File: src/rtl/pfdr_pkg.sv
`timescale 1ns / 1ps
// pfdr_pkg: shared types, codes and sizes of the packed framebuffer block
// no dependencies
package pfdr_pkg;

    localparam int MEM_BYTES = 8192;
    localparam int MAX_DIM   = 256;
    localparam int ADDR_W    = $clog2(MEM_BYTES);
    localparam int Q_DEPTH   = 2;
    localparam int Q_PTR_W   = 1;

    typedef logic [ADDR_W-1:0] t_addr;

    // request codes
    localparam logic [1:0] REQ_SET   = 2'd0;
    localparam logic [1:0] REQ_GET   = 2'd1;
    localparam logic [1:0] REQ_CLEAR = 2'd2;
    localparam logic [1:0] REQ_RSTD  = 2'd3;

    // configuration register indexes
    localparam logic [1:0] CFG_WIDTH  = 2'd0;
    localparam logic [1:0] CFG_HEIGHT = 2'd1;
    localparam logic [1:0] CFG_FORMAT = 2'd2;

    // classified operations
    localparam logic [2:0] OP_NONE  = 3'd0;
    localparam logic [2:0] OP_SET   = 3'd1;
    localparam logic [2:0] OP_GET   = 3'd2;
    localparam logic [2:0] OP_CLEAR = 3'd3;
    localparam logic [2:0] OP_RSTD  = 3'd4;

    localparam logic [7:0] NIB_LO   = 8'h0F;
    localparam logic [7:0] BIT_MSB  = 8'h80;
    localparam logic [7:0] BYTE_ALL = 8'hFF;

    typedef struct packed {
        logic [2:0] op;
        t_addr      addr;
        logic [2:0] bitsel;
        logic [7:0] data;
        logic [7:0] x;
        logic [7:0] y;
    } t_cmd;

    typedef struct packed {
        logic       gray;
        t_addr      last;
        logic [8:0] w;
        logic [8:0] h;
    } t_frame;

endpackage

File: src/rtl/pfdr_fifo.sv
`timescale 1ns / 1ps
// pfdr_fifo: short command queue between classification and execution
// depends on pfdr_pkg
module pfdr_fifo (
    input  logic           i_clk,
    input  logic           i_rst_n,
    input  logic           i_push,
    input  pfdr_pkg::t_cmd i_cmd,
    input  logic           i_pop,
    output pfdr_pkg::t_cmd o_cmd,
    output logic           o_full,
    output logic           o_empty
);

    pfdr_pkg::t_cmd r_mem [pfdr_pkg::Q_DEPTH];
    logic [pfdr_pkg::Q_PTR_W-1:0] r_wp;
    logic [pfdr_pkg::Q_PTR_W-1:0] r_rp;
    logic [pfdr_pkg::Q_PTR_W:0]   r_cnt;
    logic do_push;
    logic do_pop;

    assign o_full  = (r_cnt == (pfdr_pkg::Q_PTR_W+1)'(pfdr_pkg::Q_DEPTH));
    assign o_empty = (r_cnt == '0);
    assign do_push = i_push && !o_full;
    assign do_pop  = i_pop && !o_empty;
    assign o_cmd   = r_mem[r_rp];

    always_ff @(posedge i_clk) begin
        if (!i_rst_n) begin
            r_wp  <= '0;
            r_rp  <= '0;
            r_cnt <= '0;
        end else begin
            if (do_push) begin
                r_wp <= r_wp + 1'b1;
            end
            if (do_pop) begin
                r_rp <= r_rp + 1'b1;
            end
            if (do_push && !do_pop) begin
                r_cnt <= r_cnt + 1'b1;
            end else if (do_pop && !do_push) begin
                r_cnt <= r_cnt - 1'b1;
            end
        end
    end

    always_ff @(posedge i_clk) begin
        if (do_push) begin
            r_mem[r_wp] <= i_cmd;
        end
    end

endmodule

File: config.mk
export PLATFORM = sky130hd
export DESIGN_NAME = pfdr_fifo
export DESIGN_NICKNAME = d
export VERILOG_FILES = /design/src/rtl/pfdr_pkg.sv /design/src/rtl/pfdr_fifo.sv
export SDC_FILE = /design/constraint.sdc
export NUM_CORES = 1
export LEC_CHECK = 0
export BUFFER_PORTS_ARGS = -buffer_cell sky130_fd_sc_hd__buf_4
export CAP_MARGIN = 15
export CORE_UTILIZATION = 30
export CTS_CLUSTER_DIAMETER = 150
export CTS_CLUSTER_SIZE = 24
export DETAILED_ROUTE_END_ITERATION = 10
export MAX_ROUTING_LAYER = met4
export PLACE_DENSITY = 0.54
export SLEW_MARGIN = 15
export SYNTH_ARGS = -nofsm -noshare
export SYNTH_HDL_FRONTEND = slang
export SYNTH_SLANG_ARGS = --single-unit
File: constraint.sdc
create_clock -name i_clk -period 5.3 [get_ports i_clk]
set_input_delay 0.53 -clock i_clk [delete_from_list [all_inputs] [get_ports i_clk]]
set_output_delay 0.53 -clock i_clk [all_outputs]
set_load 0.01 [all_outputs]
==> qor.txt <==
Post-Synth Simple-Gate Area = 0.0165
Synth Instances = 159
Final setup violating endpoints = 0
FF-to-FF Start = r_cnt[0]$_SDFFE_PN0P_
XOR/XNOR share of the synthesized area = 0.00788
Total chip power = 1950 uW
Post-DRT Antenna Nets = 0
Layout cells sized above 1 = 0.588
Final instance area = 0.00437 mm2
Setup bufs post-CTS = 0
Most common cell after layout, fill and taps aside = buf_4
Sw frac = 0.272
Syn_nets = 207
Bufs on Longest Clock Path = 2
Worst-path clk slew = 0.09 ns
First-pass GRT wire length = 8550 um
Die area = 0.0115 mm2
DR vias/cell = 4.27
CP max FO = 43
Ant diodes = 0
Post-route DRC = 0
Startpoint types = flip-flop
Num ports = 92
Post-DP HPWL = 3490 um
Htree depth = 3
Antenna violations before repair = 0
Final Max Tran Viols = 0
Input/output buffers = 91
Mapped cell area = 0.00334 mm2
R2r setup slk = 3.11 ns
Hold Vio Cnt, Final = 0
Vias in the first global route = 1736
Adder and majority gate portion of the synthesized area = 0.00375
# fillers = 1020
Yosys reg bits = 91
Sequential area share after synthesis = 0.804
Final WL = 5710 um
Clk_lat worst skew = 0.35 ns
Pin count of the biggest net entering global routing = 44
Cell Count, Final, Fillers Out = 402
Area of the multi-input gates = 618 um2
Status = complete, no violations
Final nets = 305
Proportion of synthesized area in mux cells = 0.145
Power Density = 447 mW/mm2
Initial Utilization = 0.308
Internal power = 1420 uW
Setup TNS = 0 ns
Hold Startpoint = i_cmd[13]
Slew @ Worst Pin = 1.09 ns
Die H = 107 um
P_leak = 0.00160 uW
Clk pwr share = 0.232
TritonCTS Buffers = 9
Worst Path Arrival = 2.00 ns
Via count = 1718
Cells resized by post-CTS repair = 0
Slew headroom = 0.272
Setup crit end kind = output pin
First-pass DRT Iterations = 4
Tcrit/Tclk final = 0.478
Wire per inst = 14.2 um
DP Area = 0.00418 mm2
# rows = 38
Placed cell count = 386
Sequential power share = 0.502
CTS root buffer = clkbuf_8
Synth Area in Compound Gates = 0.00975
Sequential cell area = 0.00268 mm2
Tightest Hold Check Type = input pin to flip-flop
NetSw = 531 uW
Required time worst endpoint = 4.77 ns
Setup CP Type = flip-flop to output pin
Core region area = 0.0108 mm2
First-iteration detailed-routing DRC count = 51
Avg Inst Size Synth = 21.0 um2
Total GRT Usage = 0.106
Fmax = 395 MHz
Largest family of logic cells by synthesized area = multiplexers
RSZ-0062 raised after global routing = no
CTS tree = done
Synth cell types = 21
Die width = 107 um
Max Cap Viol = 0
TritonCTS Sinks = 91
Comb pwr share = 0.266
Peak supply drop = 0.233 mV
Commonest non-fill, non-tap cells in the layout = buf_4 (92), edfxtp_1 (86), mux2_2 (43), clkbuf_8 (9), dfxtp_1 (4)
Final min period = 2.53 ns
Gr ovfl total = 0
Syn. warnings = 0
Hold buffer count at CTS = 0
Hold WS = 0.360 ns
Layout area overhead = 30.9%
Final Skew = 0.00820 ns
RD Place Congestion = 0.637
synth_stat cells, drive strengths merged:
| library cell | count | area, um2 |
|---|---|---|
| a21boi | 2 | 15.0 |
| nor2 | 2 | 7.51 |
| buf | 5 | 35.0 |
| or3 | 1 | 6.26 |
| mux2 | 43 | 484 |
| o21a | 1 | 7.51 |
| ha | 1 | 12.5 |
| nor3 | 1 | 10.0 |
| and3 | 1 | 6.26 |
| nand2b | 1 | 6.26 |
| dfxtp | 5 | 100 |
| xnor2 | 2 | 17.5 |
| and2 | 3 | 18.8 |
| xor2 | 1 | 8.76 |
| o21ai | 2 | 10.0 |
| edfxtp | 86 | 2580 |
| inv | 2 | 7.50 |
critical path, stage by stage, from the launching register on:
cell	delay (ns)
dfxtp_2	1.06
mux2_2	0.44
buf_4	0.15
worst paths after layout:
path,cells past startpoint,to
hold reg to reg,2,r_cnt[1]$_SDFFE_PN0P_
hold / removal,1,r_mem[0][13]$_DFFE_PP_
setup / recovery,2,o_cmd[21]
setup reg to reg,4,r_mem[0][35]$_DFFE_PP_
flip-flops by register name (all words and copies together) (netlist names), named ones only:
signal	cells
r_cnt	2
r_wp	1
r_mem	86
r_rp	1
through the flow:
stage | setup WS, ns | util
floorplan | 2.54 | -
global placement | 2.97 | 0.385
detailed placement | 2.97 | 0.385
CTS | 2.68 | 0.403
global route | 2.62 | 0.403
finish | 2.77 | 0.403
cell families after synthesis:
logic type,count (synthesis)
DFF,91
muxes,43
and+or+nand+nor,9
buffers and inverters,7
AOI/OAI and AO/OA,5
xor gates and xnor gates,3
adders and majority gates,1
per-layer routing:
metal	global-route usage	vias to the layer above	wire length, um
met3	0.0333	5	293
met4	0.0440	0	61
met1	0.121	847	2450
li1	-	812	-
met5	-	-	0
met2	0.171	54	2900
power groups by stage:
stage	sequential (uW)	combinational [uW]	clock, uW
after floorplan	943	332	0
after global placement	998	527	0
after detailed placement	1000	528	0
after CTS	985	531	473
after global routing	995	563	504
final	979	518	453
area by class of cell:
class	count	share of cell area
Inverter	2	0.00172
Timing Repair Buffer	92	0.158
Clock inverter	7	0.0155
Sequential cell	91	0.615
Clock buffer	9	0.0284
Tap cell	140	0.0401
Multi-Input combinational cell	61	0.142
Power figures use the tool's default switching activity.
