File: src/rtl/pfdr_pkg.sv
`timescale 1ns / 1ps
// pfdr_pkg: shared types, codes and sizes of the packed framebuffer block
// no dependencies
package pfdr_pkg;

    localparam int MEM_BYTES = 8192;
    localparam int MAX_DIM   = 256;
    localparam int ADDR_W    = $clog2(MEM_BYTES);
    localparam int Q_DEPTH   = 2;
    localparam int Q_PTR_W   = 1;

    typedef logic [ADDR_W-1:0] t_addr;

    // request codes
    localparam logic [1:0] REQ_SET   = 2'd0;
    localparam logic [1:0] REQ_GET   = 2'd1;
    localparam logic [1:0] REQ_CLEAR = 2'd2;
    localparam logic [1:0] REQ_RSTD  = 2'd3;

    // configuration register indexes
    localparam logic [1:0] CFG_WIDTH  = 2'd0;
    localparam logic [1:0] CFG_HEIGHT = 2'd1;
    localparam logic [1:0] CFG_FORMAT = 2'd2;

    // classified operations
    localparam logic [2:0] OP_NONE  = 3'd0;
    localparam logic [2:0] OP_SET   = 3'd1;
    localparam logic [2:0] OP_GET   = 3'd2;
    localparam logic [2:0] OP_CLEAR = 3'd3;
    localparam logic [2:0] OP_RSTD  = 3'd4;

    localparam logic [7:0] NIB_LO   = 8'h0F;
    localparam logic [7:0] BIT_MSB  = 8'h80;
    localparam logic [7:0] BYTE_ALL = 8'hFF;

    typedef struct packed {
        logic [2:0] op;
        t_addr      addr;
        logic [2:0] bitsel;
        logic [7:0] data;
        logic [7:0] x;
        logic [7:0] y;
    } t_cmd;

    typedef struct packed {
        logic       gray;
        t_addr      last;
        logic [8:0] w;
        logic [8:0] h;
    } t_frame;

endpackage

File: src/rtl/pfdr_front.sv
`timescale 1ns / 1ps
// pfdr_front: configuration registers, frame geometry and item classification
// depends on pfdr_pkg
module pfdr_front (
    input  logic                 i_clk,
    input  logic                 i_rst_n,
    input  logic                 start,
    output logic                 busy,
    input  logic [1:0]           i_req_type,
    input  logic signed [15:0]   i_pos_x,
    input  logic signed [15:0]   i_pos_y,
    input  logic [7:0]           i_pixel_value,
    input  logic                 i_cfg_we,
    input  logic [1:0]           i_cfg_idx,
    input  logic [8:0]           i_cfg_data,
    input  logic                 i_q_full,
    output logic                 o_push,
    output pfdr_pkg::t_cmd       o_cmd,
    output pfdr_pkg::t_frame     o_frame
);

    logic [8:0]  r_width;
    logic [8:0]  r_height;
    logic        r_gray;
    logic        r_ok;
    logic [7:0]  r_stride;
    logic [8:0]  r_w_eff;
    logic [8:0]  r_h_eff;
    pfdr_pkg::t_addr r_last;

    logic        r_fv;
    logic [1:0]  r_req;
    logic [15:0] r_x;
    logic [15:0] r_y;
    logic [7:0]  r_val;

    logic [9:0]  n_stride;
    logic [17:0] n_prod;
    logic        n_ok;
    logic        accept;
    logic        x_in;
    logic        y_in;
    logic [7:0]  col;
    logic [15:0] lin;
    logic [7:0]  fill;

    // frame geometry
    always_comb begin
        if (r_gray) begin
            n_stride = ({1'b0, r_width} + 10'd1) >> 1;
        end else begin
            n_stride = ({1'b0, r_width} + 10'd7) >> 3;
        end
        n_prod = 18'(n_stride[8:0]) * 18'(r_height);
        n_ok   = (r_width != 9'd0) && (r_height != 9'd0)
              && (r_width <= 9'(pfdr_pkg::MAX_DIM)) && (r_height <= 9'(pfdr_pkg::MAX_DIM))
              && (n_prod <= 18'(pfdr_pkg::MEM_BYTES));
    end

    always_ff @(posedge i_clk) begin
        if (!i_rst_n) begin
            r_width  <= '0;
            r_height <= '0;
            r_gray   <= 1'b0;
            r_ok     <= 1'b0;
            r_stride <= '0;
            r_w_eff  <= '0;
            r_h_eff  <= '0;
            r_last   <= '0;
        end else begin
            if (i_cfg_we) begin
                unique case (i_cfg_idx)
                    pfdr_pkg::CFG_WIDTH:  r_width  <= i_cfg_data;
                    pfdr_pkg::CFG_HEIGHT: r_height <= i_cfg_data;
                    pfdr_pkg::CFG_FORMAT: r_gray   <= i_cfg_data[0];
                    default: ;
                endcase
            end
            r_ok     <= n_ok;
            r_stride <= n_stride[7:0];
            r_w_eff  <= n_ok ? r_width : 9'd0;
            r_h_eff  <= n_ok ? r_height : 9'd0;
            r_last   <= pfdr_pkg::t_addr'(n_prod - 18'd1);
        end
    end

    // input stage
    assign o_push = r_fv && !i_q_full;
    assign busy   = r_fv && i_q_full;
    assign accept = start && !busy;

    always_ff @(posedge i_clk) begin
        if (!i_rst_n) begin
            r_fv <= 1'b0;
        end else if (accept) begin
            r_fv <= 1'b1;
        end else if (o_push) begin
            r_fv <= 1'b0;
        end
    end

    always_ff @(posedge i_clk) begin
        if (accept) begin
            r_req <= i_req_type;
            r_x   <= i_pos_x;
            r_y   <= i_pos_y;
            r_val <= i_pixel_value;
        end
    end

    // classification
    always_comb begin
        x_in = !r_x[15] && (r_x[14:0] < {6'd0, r_w_eff});
        y_in = !r_y[15] && (r_y[14:0] < {6'd0, r_h_eff});
        col  = r_gray ? {1'b0, r_x[7:1]} : {3'd0, r_x[7:3]};
        lin  = 16'(r_y[7:0]) * 16'(r_stride) + 16'(col);
        if (r_gray) begin
            fill = {r_val[3:0], r_val[3:0]};
        end else begin
            fill = (r_val != 8'd0) ? pfdr_pkg::BYTE_ALL : 8'd0;
        end

        o_cmd.addr   = pfdr_pkg::t_addr'(lin);
        o_cmd.bitsel = r_x[2:0];
        o_cmd.x      = r_x[7:0];
        o_cmd.y      = r_y[7:0];
        o_cmd.data   = r_gray ? (r_val & pfdr_pkg::NIB_LO) : {7'd0, r_val != 8'd0};
        unique case (r_req)
            pfdr_pkg::REQ_SET:   o_cmd.op = (x_in && y_in) ? pfdr_pkg::OP_SET : pfdr_pkg::OP_NONE;
            pfdr_pkg::REQ_GET:   o_cmd.op = (x_in && y_in) ? pfdr_pkg::OP_GET : pfdr_pkg::OP_NONE;
            pfdr_pkg::REQ_CLEAR: begin
                o_cmd.op   = r_ok ? pfdr_pkg::OP_CLEAR : pfdr_pkg::OP_NONE;
                o_cmd.data = fill;
            end
            pfdr_pkg::REQ_RSTD:  o_cmd.op = pfdr_pkg::OP_RSTD;
            default:             o_cmd.op = pfdr_pkg::OP_NONE;
        endcase

        o_frame.gray = r_gray;
        o_frame.last = r_last;
        o_frame.w    = r_w_eff;
        o_frame.h    = r_h_eff;
    end

endmodule

File: config.mk
export PLATFORM = sky130hd
export DESIGN_NAME = pfdr_front
export DESIGN_NICKNAME = d
export VERILOG_FILES = /design/src/rtl/pfdr_pkg.sv /design/src/rtl/pfdr_front.sv
export SDC_FILE = /design/constraint.sdc
export NUM_CORES = 1
export LEC_CHECK = 0
export BUFFER_PORTS_ARGS = -buffer_cell sky130_fd_sc_hd__buf_2
export CAP_MARGIN = 15
export CORE_ASPECT_RATIO = 1.2
export CORE_MARGIN = 10
export CORE_UTILIZATION = 50
export DETAILED_ROUTE_END_ITERATION = 8
export MAX_ROUTING_LAYER = met4
export PLACE_DENSITY = 0.83
export SETUP_SLACK_MARGIN = 0.15
export SKIP_CTS_REPAIR_TIMING = 1
export SKIP_LAST_GASP = 1
export SYNTH_ARGS = -nofsm -noshare
export SYNTH_HDL_FRONTEND = slang
export SYNTH_SLANG_ARGS = --single-unit
File: constraint.sdc
create_clock -name i_clk -period 8 [get_ports i_clk]
set_input_delay 1.6 -clock i_clk [delete_from_list [all_inputs] [get_ports i_clk]]
set_output_delay 1.6 -clock i_clk [all_outputs]
set_load 0.05 [all_outputs]
==> summary.md <==
| Metric | Value |
|---|---|
| Status | finished, final reports clean |
| Max stage delay on crit path | 580 ps |
| Share of layout cells above drive strength 1 | 0.170 |
| Full die area | 24100 sq um |
| Drt pass-1 iters | 6 |
| Crit path DAT | 5180 ps |
| Total GRT Usage | 0.183 |
| Syn_nets | 1186 |
| Kind of cell adding the most delay to the critical path | adder cells |
| DRT antenna net count | 0 |
| Utilization after layout | 0.564 |
| Worst skew pair latency | 360 ps |
| First-pass GRT wire length | 34800 microns |
| Setup_tns | 0 ps |
| Combinational cell fraction of total power | 0.205 |
| Clock buffer count from CTS | 9 |
| Hold Vio Cnt, Final | 0 |
| Maxcap violations | 0 |
| Fmax | ~150 MHz |
| Die Y | 168 microns |
| Net switching power | 0.421 mW |
| Peak VDD IR | 0.0976 mV |
| Critical Path RT | 6400 ps |
| Clock sinks | 102 |
| #FFs+latches synth | a little over 100 |
| GRT met1 Usage | 0.211 |
| Crit path kind | reg2out |
| Commonest cells post-synth | 136 x inv_1, 108 x nand2_1, 91 x and2_1, 91 x fa_1, 83 x ha_1 |
| Global routing usage on met3 | 0.0200 |
| Final setup viols | 0 |
| CTS tree | built |
| Rows | 54 |
| Gr ovfl total | 0 |
| GPL Wtd Cong | 0.899 |
| CP max stage cell | fa_1 |
| Cell internal pwr | 0.907 mW |
| Ys async rst share | 0 |
| CTS Buffer Depth | 2 |
| Grt peak-use layer | met2 |
| Type of origin of the critical path | register |
| RSZ-0062 raised after global routing | false |
| DR WL/cell | 16.5 microns |
| Fin area | 10200 sq um |
| Post-synth EDFFs | 42 |
| Most common cell in the netlist | inv_1 |
| Post-synth cell types | 61 |
| Met2 Track Usage GR | 0.325 |
| Leakage | 5.06 nW |
| Final WL | 21100 microns |
| CTS clk-pin slew, worst paths | 70 ps |
| CP Max Fanout | 39 |
| Switching share of power | 0.317 |
| Sequential share of power | 0.451 |
| Synthesized cell area | 9130 sq um |
| Largest net degree at the start of global routing | 43 |
| Clock share of power | 0.344 |
| Hold WS | 570 ps |
| Yosys top cell area share | 0.200 |
| R2R Setup Slk | 1280 ps |
| Register area share after synthesis | 0.270 |
| Hold Crit Class | reg2reg |
| Critical path, cell by cell | buf_4 -> mux2i_1 -> fa_1 -> fa_1 -> inv_1 -> ha_1 -> inv_1 -> fa_1 -> inv_1 -> ha_1 -> a21o_1 -> a21oi_1 -> nor2b_1 -> o21a_1 -> o41ai_1 -> o21ai_0 -> xnor2_1 -> buf_2 |
| Synthesized instance count | 954 |
| Diode count | 0 |
| Die W | between 100 and 150 microns |
| Syn. warnings | 0 |
| Top Ports | 135 |
| Total power draw | about 1.3 mW |
| Crit share post-route | 0.848 |
| Worst Skew | 8.61 ps |
| Antenna violations before repair | 0 |
| # port buffers | 134 |
| Initial Util | 0.506 |
| Fin nets | about 1300 |
| Area delta synth->final | 11.4% |
| Post-synth top area cell | fa_1 |
| DR vias | 6831 |
| DP HPWL | 17000 microns |
| H-tree lvl count | 3 |
| Worst-margin pin slew | 971 ps |
| Post-DP Area | 9850 sq um |
| DRC viols | 0 |
| Top_reg_cell synth | dfxtp_1 |
| Bufs and invs on worst path | 5 |
| Clk root buf | clkbuf_16 |
| Final worst path period need | ~6800 ps |
| Vias in the first global route | 7062 |
| Synth Area per Inst | between 9 and 10 sq um |
| Core area | about 18000 sq um |
| Slew Viols, Final | 0 |
| Relative slew slack | 0.350 |
| Vias per cell | about 5.3 |
| Synth area leaders | fa_1 20%, edfxtp_1 14%, dfxtp_1 13% |
| Worst Setup End Kind | output pin |
| Pwr Density | roughly 130 nW/um^2 |
| Initial drt markers | 397 |
==> sequential cells by signal (all words and copies together) (netlist names) <==
register  flops
r_y          16
r_ok          1
r_x          16
r_last       13
r_fv          1
r_w_eff       9
r_stride      8
r_height      9
r_gray        1
r_width       9
r_h_eff       9
r_val         8
r_req         2
==> routing by layer <==
| metal | share of wire | routed length (microns) |
|---|---|---|
| met5 | 0 | 0 |
| met4 | 0.017 | 356 |
| met3 | 0.056 | 1190 |
| met2 | 0.53 | 11100 |
| met1 | 0.40 | 8440 |
==> cell usage in the layout (no fill, tap or decap), types with 4 or more instances in the layout <==
cell type / count
and3_1: 17
clkbuf_16: 9
dfxtp_1: 60
inv_1: 136
fa_1: 91
and2_1: 91
edfxtp_1: 42
a211oi_1: 5
buf_2: 134
nor4_1: 11
ha_1: 83
and3_2: 9
nor2b_1: 24
nor3_1: 9
nand3_1: 7
xnor2_1: 27
a21oi_1: 27
nor2_1: 32
a21o_1: 8
a31oi_1: 4
buf_4: 5
o21ai_0: 12
nand4_1: 4
mux2i_1: 22
nand2_1: 108
o21a_1: 9
nand2b_1: 7
xor2_1: 11
==> path summary, 6_finish.rpt <==
check                                 from          to  cells past startpoint
worst max-delay path                r_gray   o_cmd[39]                     18
worst min-delay path            r_width[4]  r_w_eff[4]                      1
worst max register to register  r_width[2]  r_h_eff[1]                     20
worst min register to register  r_width[4]  r_w_eff[4]                      1
==> kinds of logic (layout without fill, tap and decap cells) <==
family          count (synthesis)  after routing  share of synthesized area
xor+xnor                       38             38                     0.0365
mux                            24             24                     0.0266
compound gates                 88             88                     0.0661
simple gates                  341            341                      0.202
flops                         102            102                      0.270
buf+inv                       187            291                     0.0862
fa+ha+maj                     174            174                      0.313
==> power by group through the flow <==
stage	combinational [mW]	sequential, mW	clock (mW)
after global routing	0.296	0.602	0.483
final	0.272	0.599	0.457
after CTS	0.274	0.598	0.465
after floorplan	0.188	0.625	0
after detailed placement	0.272	0.609	0
after global placement	0.266	0.609	0
==> area by class of cell <==
type / instances / area [sq um]
multi-input combinational: 665 / 5890
tap: 224 / 280
fill: 1523 / 7870
clock inverter: 7 / 88.8
clock buffer: 9 / 225
inverter: 136 / 510
timing repair buffer: 139 / 708
sequential: 102 / 2460
==> worst reg2reg max path, delay by kind of cell (launching register included) <==
kind	cells	cell delay, ps
AOI/OAI and AO/OA	5	1470
adders and majority gates	5	2390
buffers and inverters	2	100
and+or+nand+nor	7	1790
xor gates and xnor gates	1	380
DFF	1	540
==> through the flow <==
| step | cells | setup WS, ps |
|---|---|---|
| floorplan | 954 | 728 |
| global placement | 1266 | 1490 |
| detailed placement | 1266 | 1400 |
| CTS | 1282 | 1210 |
| global route | 1282 | 760 |
| finish | 1282 | 1220 |
Note: power is estimated with default switching activity, not from simulation.
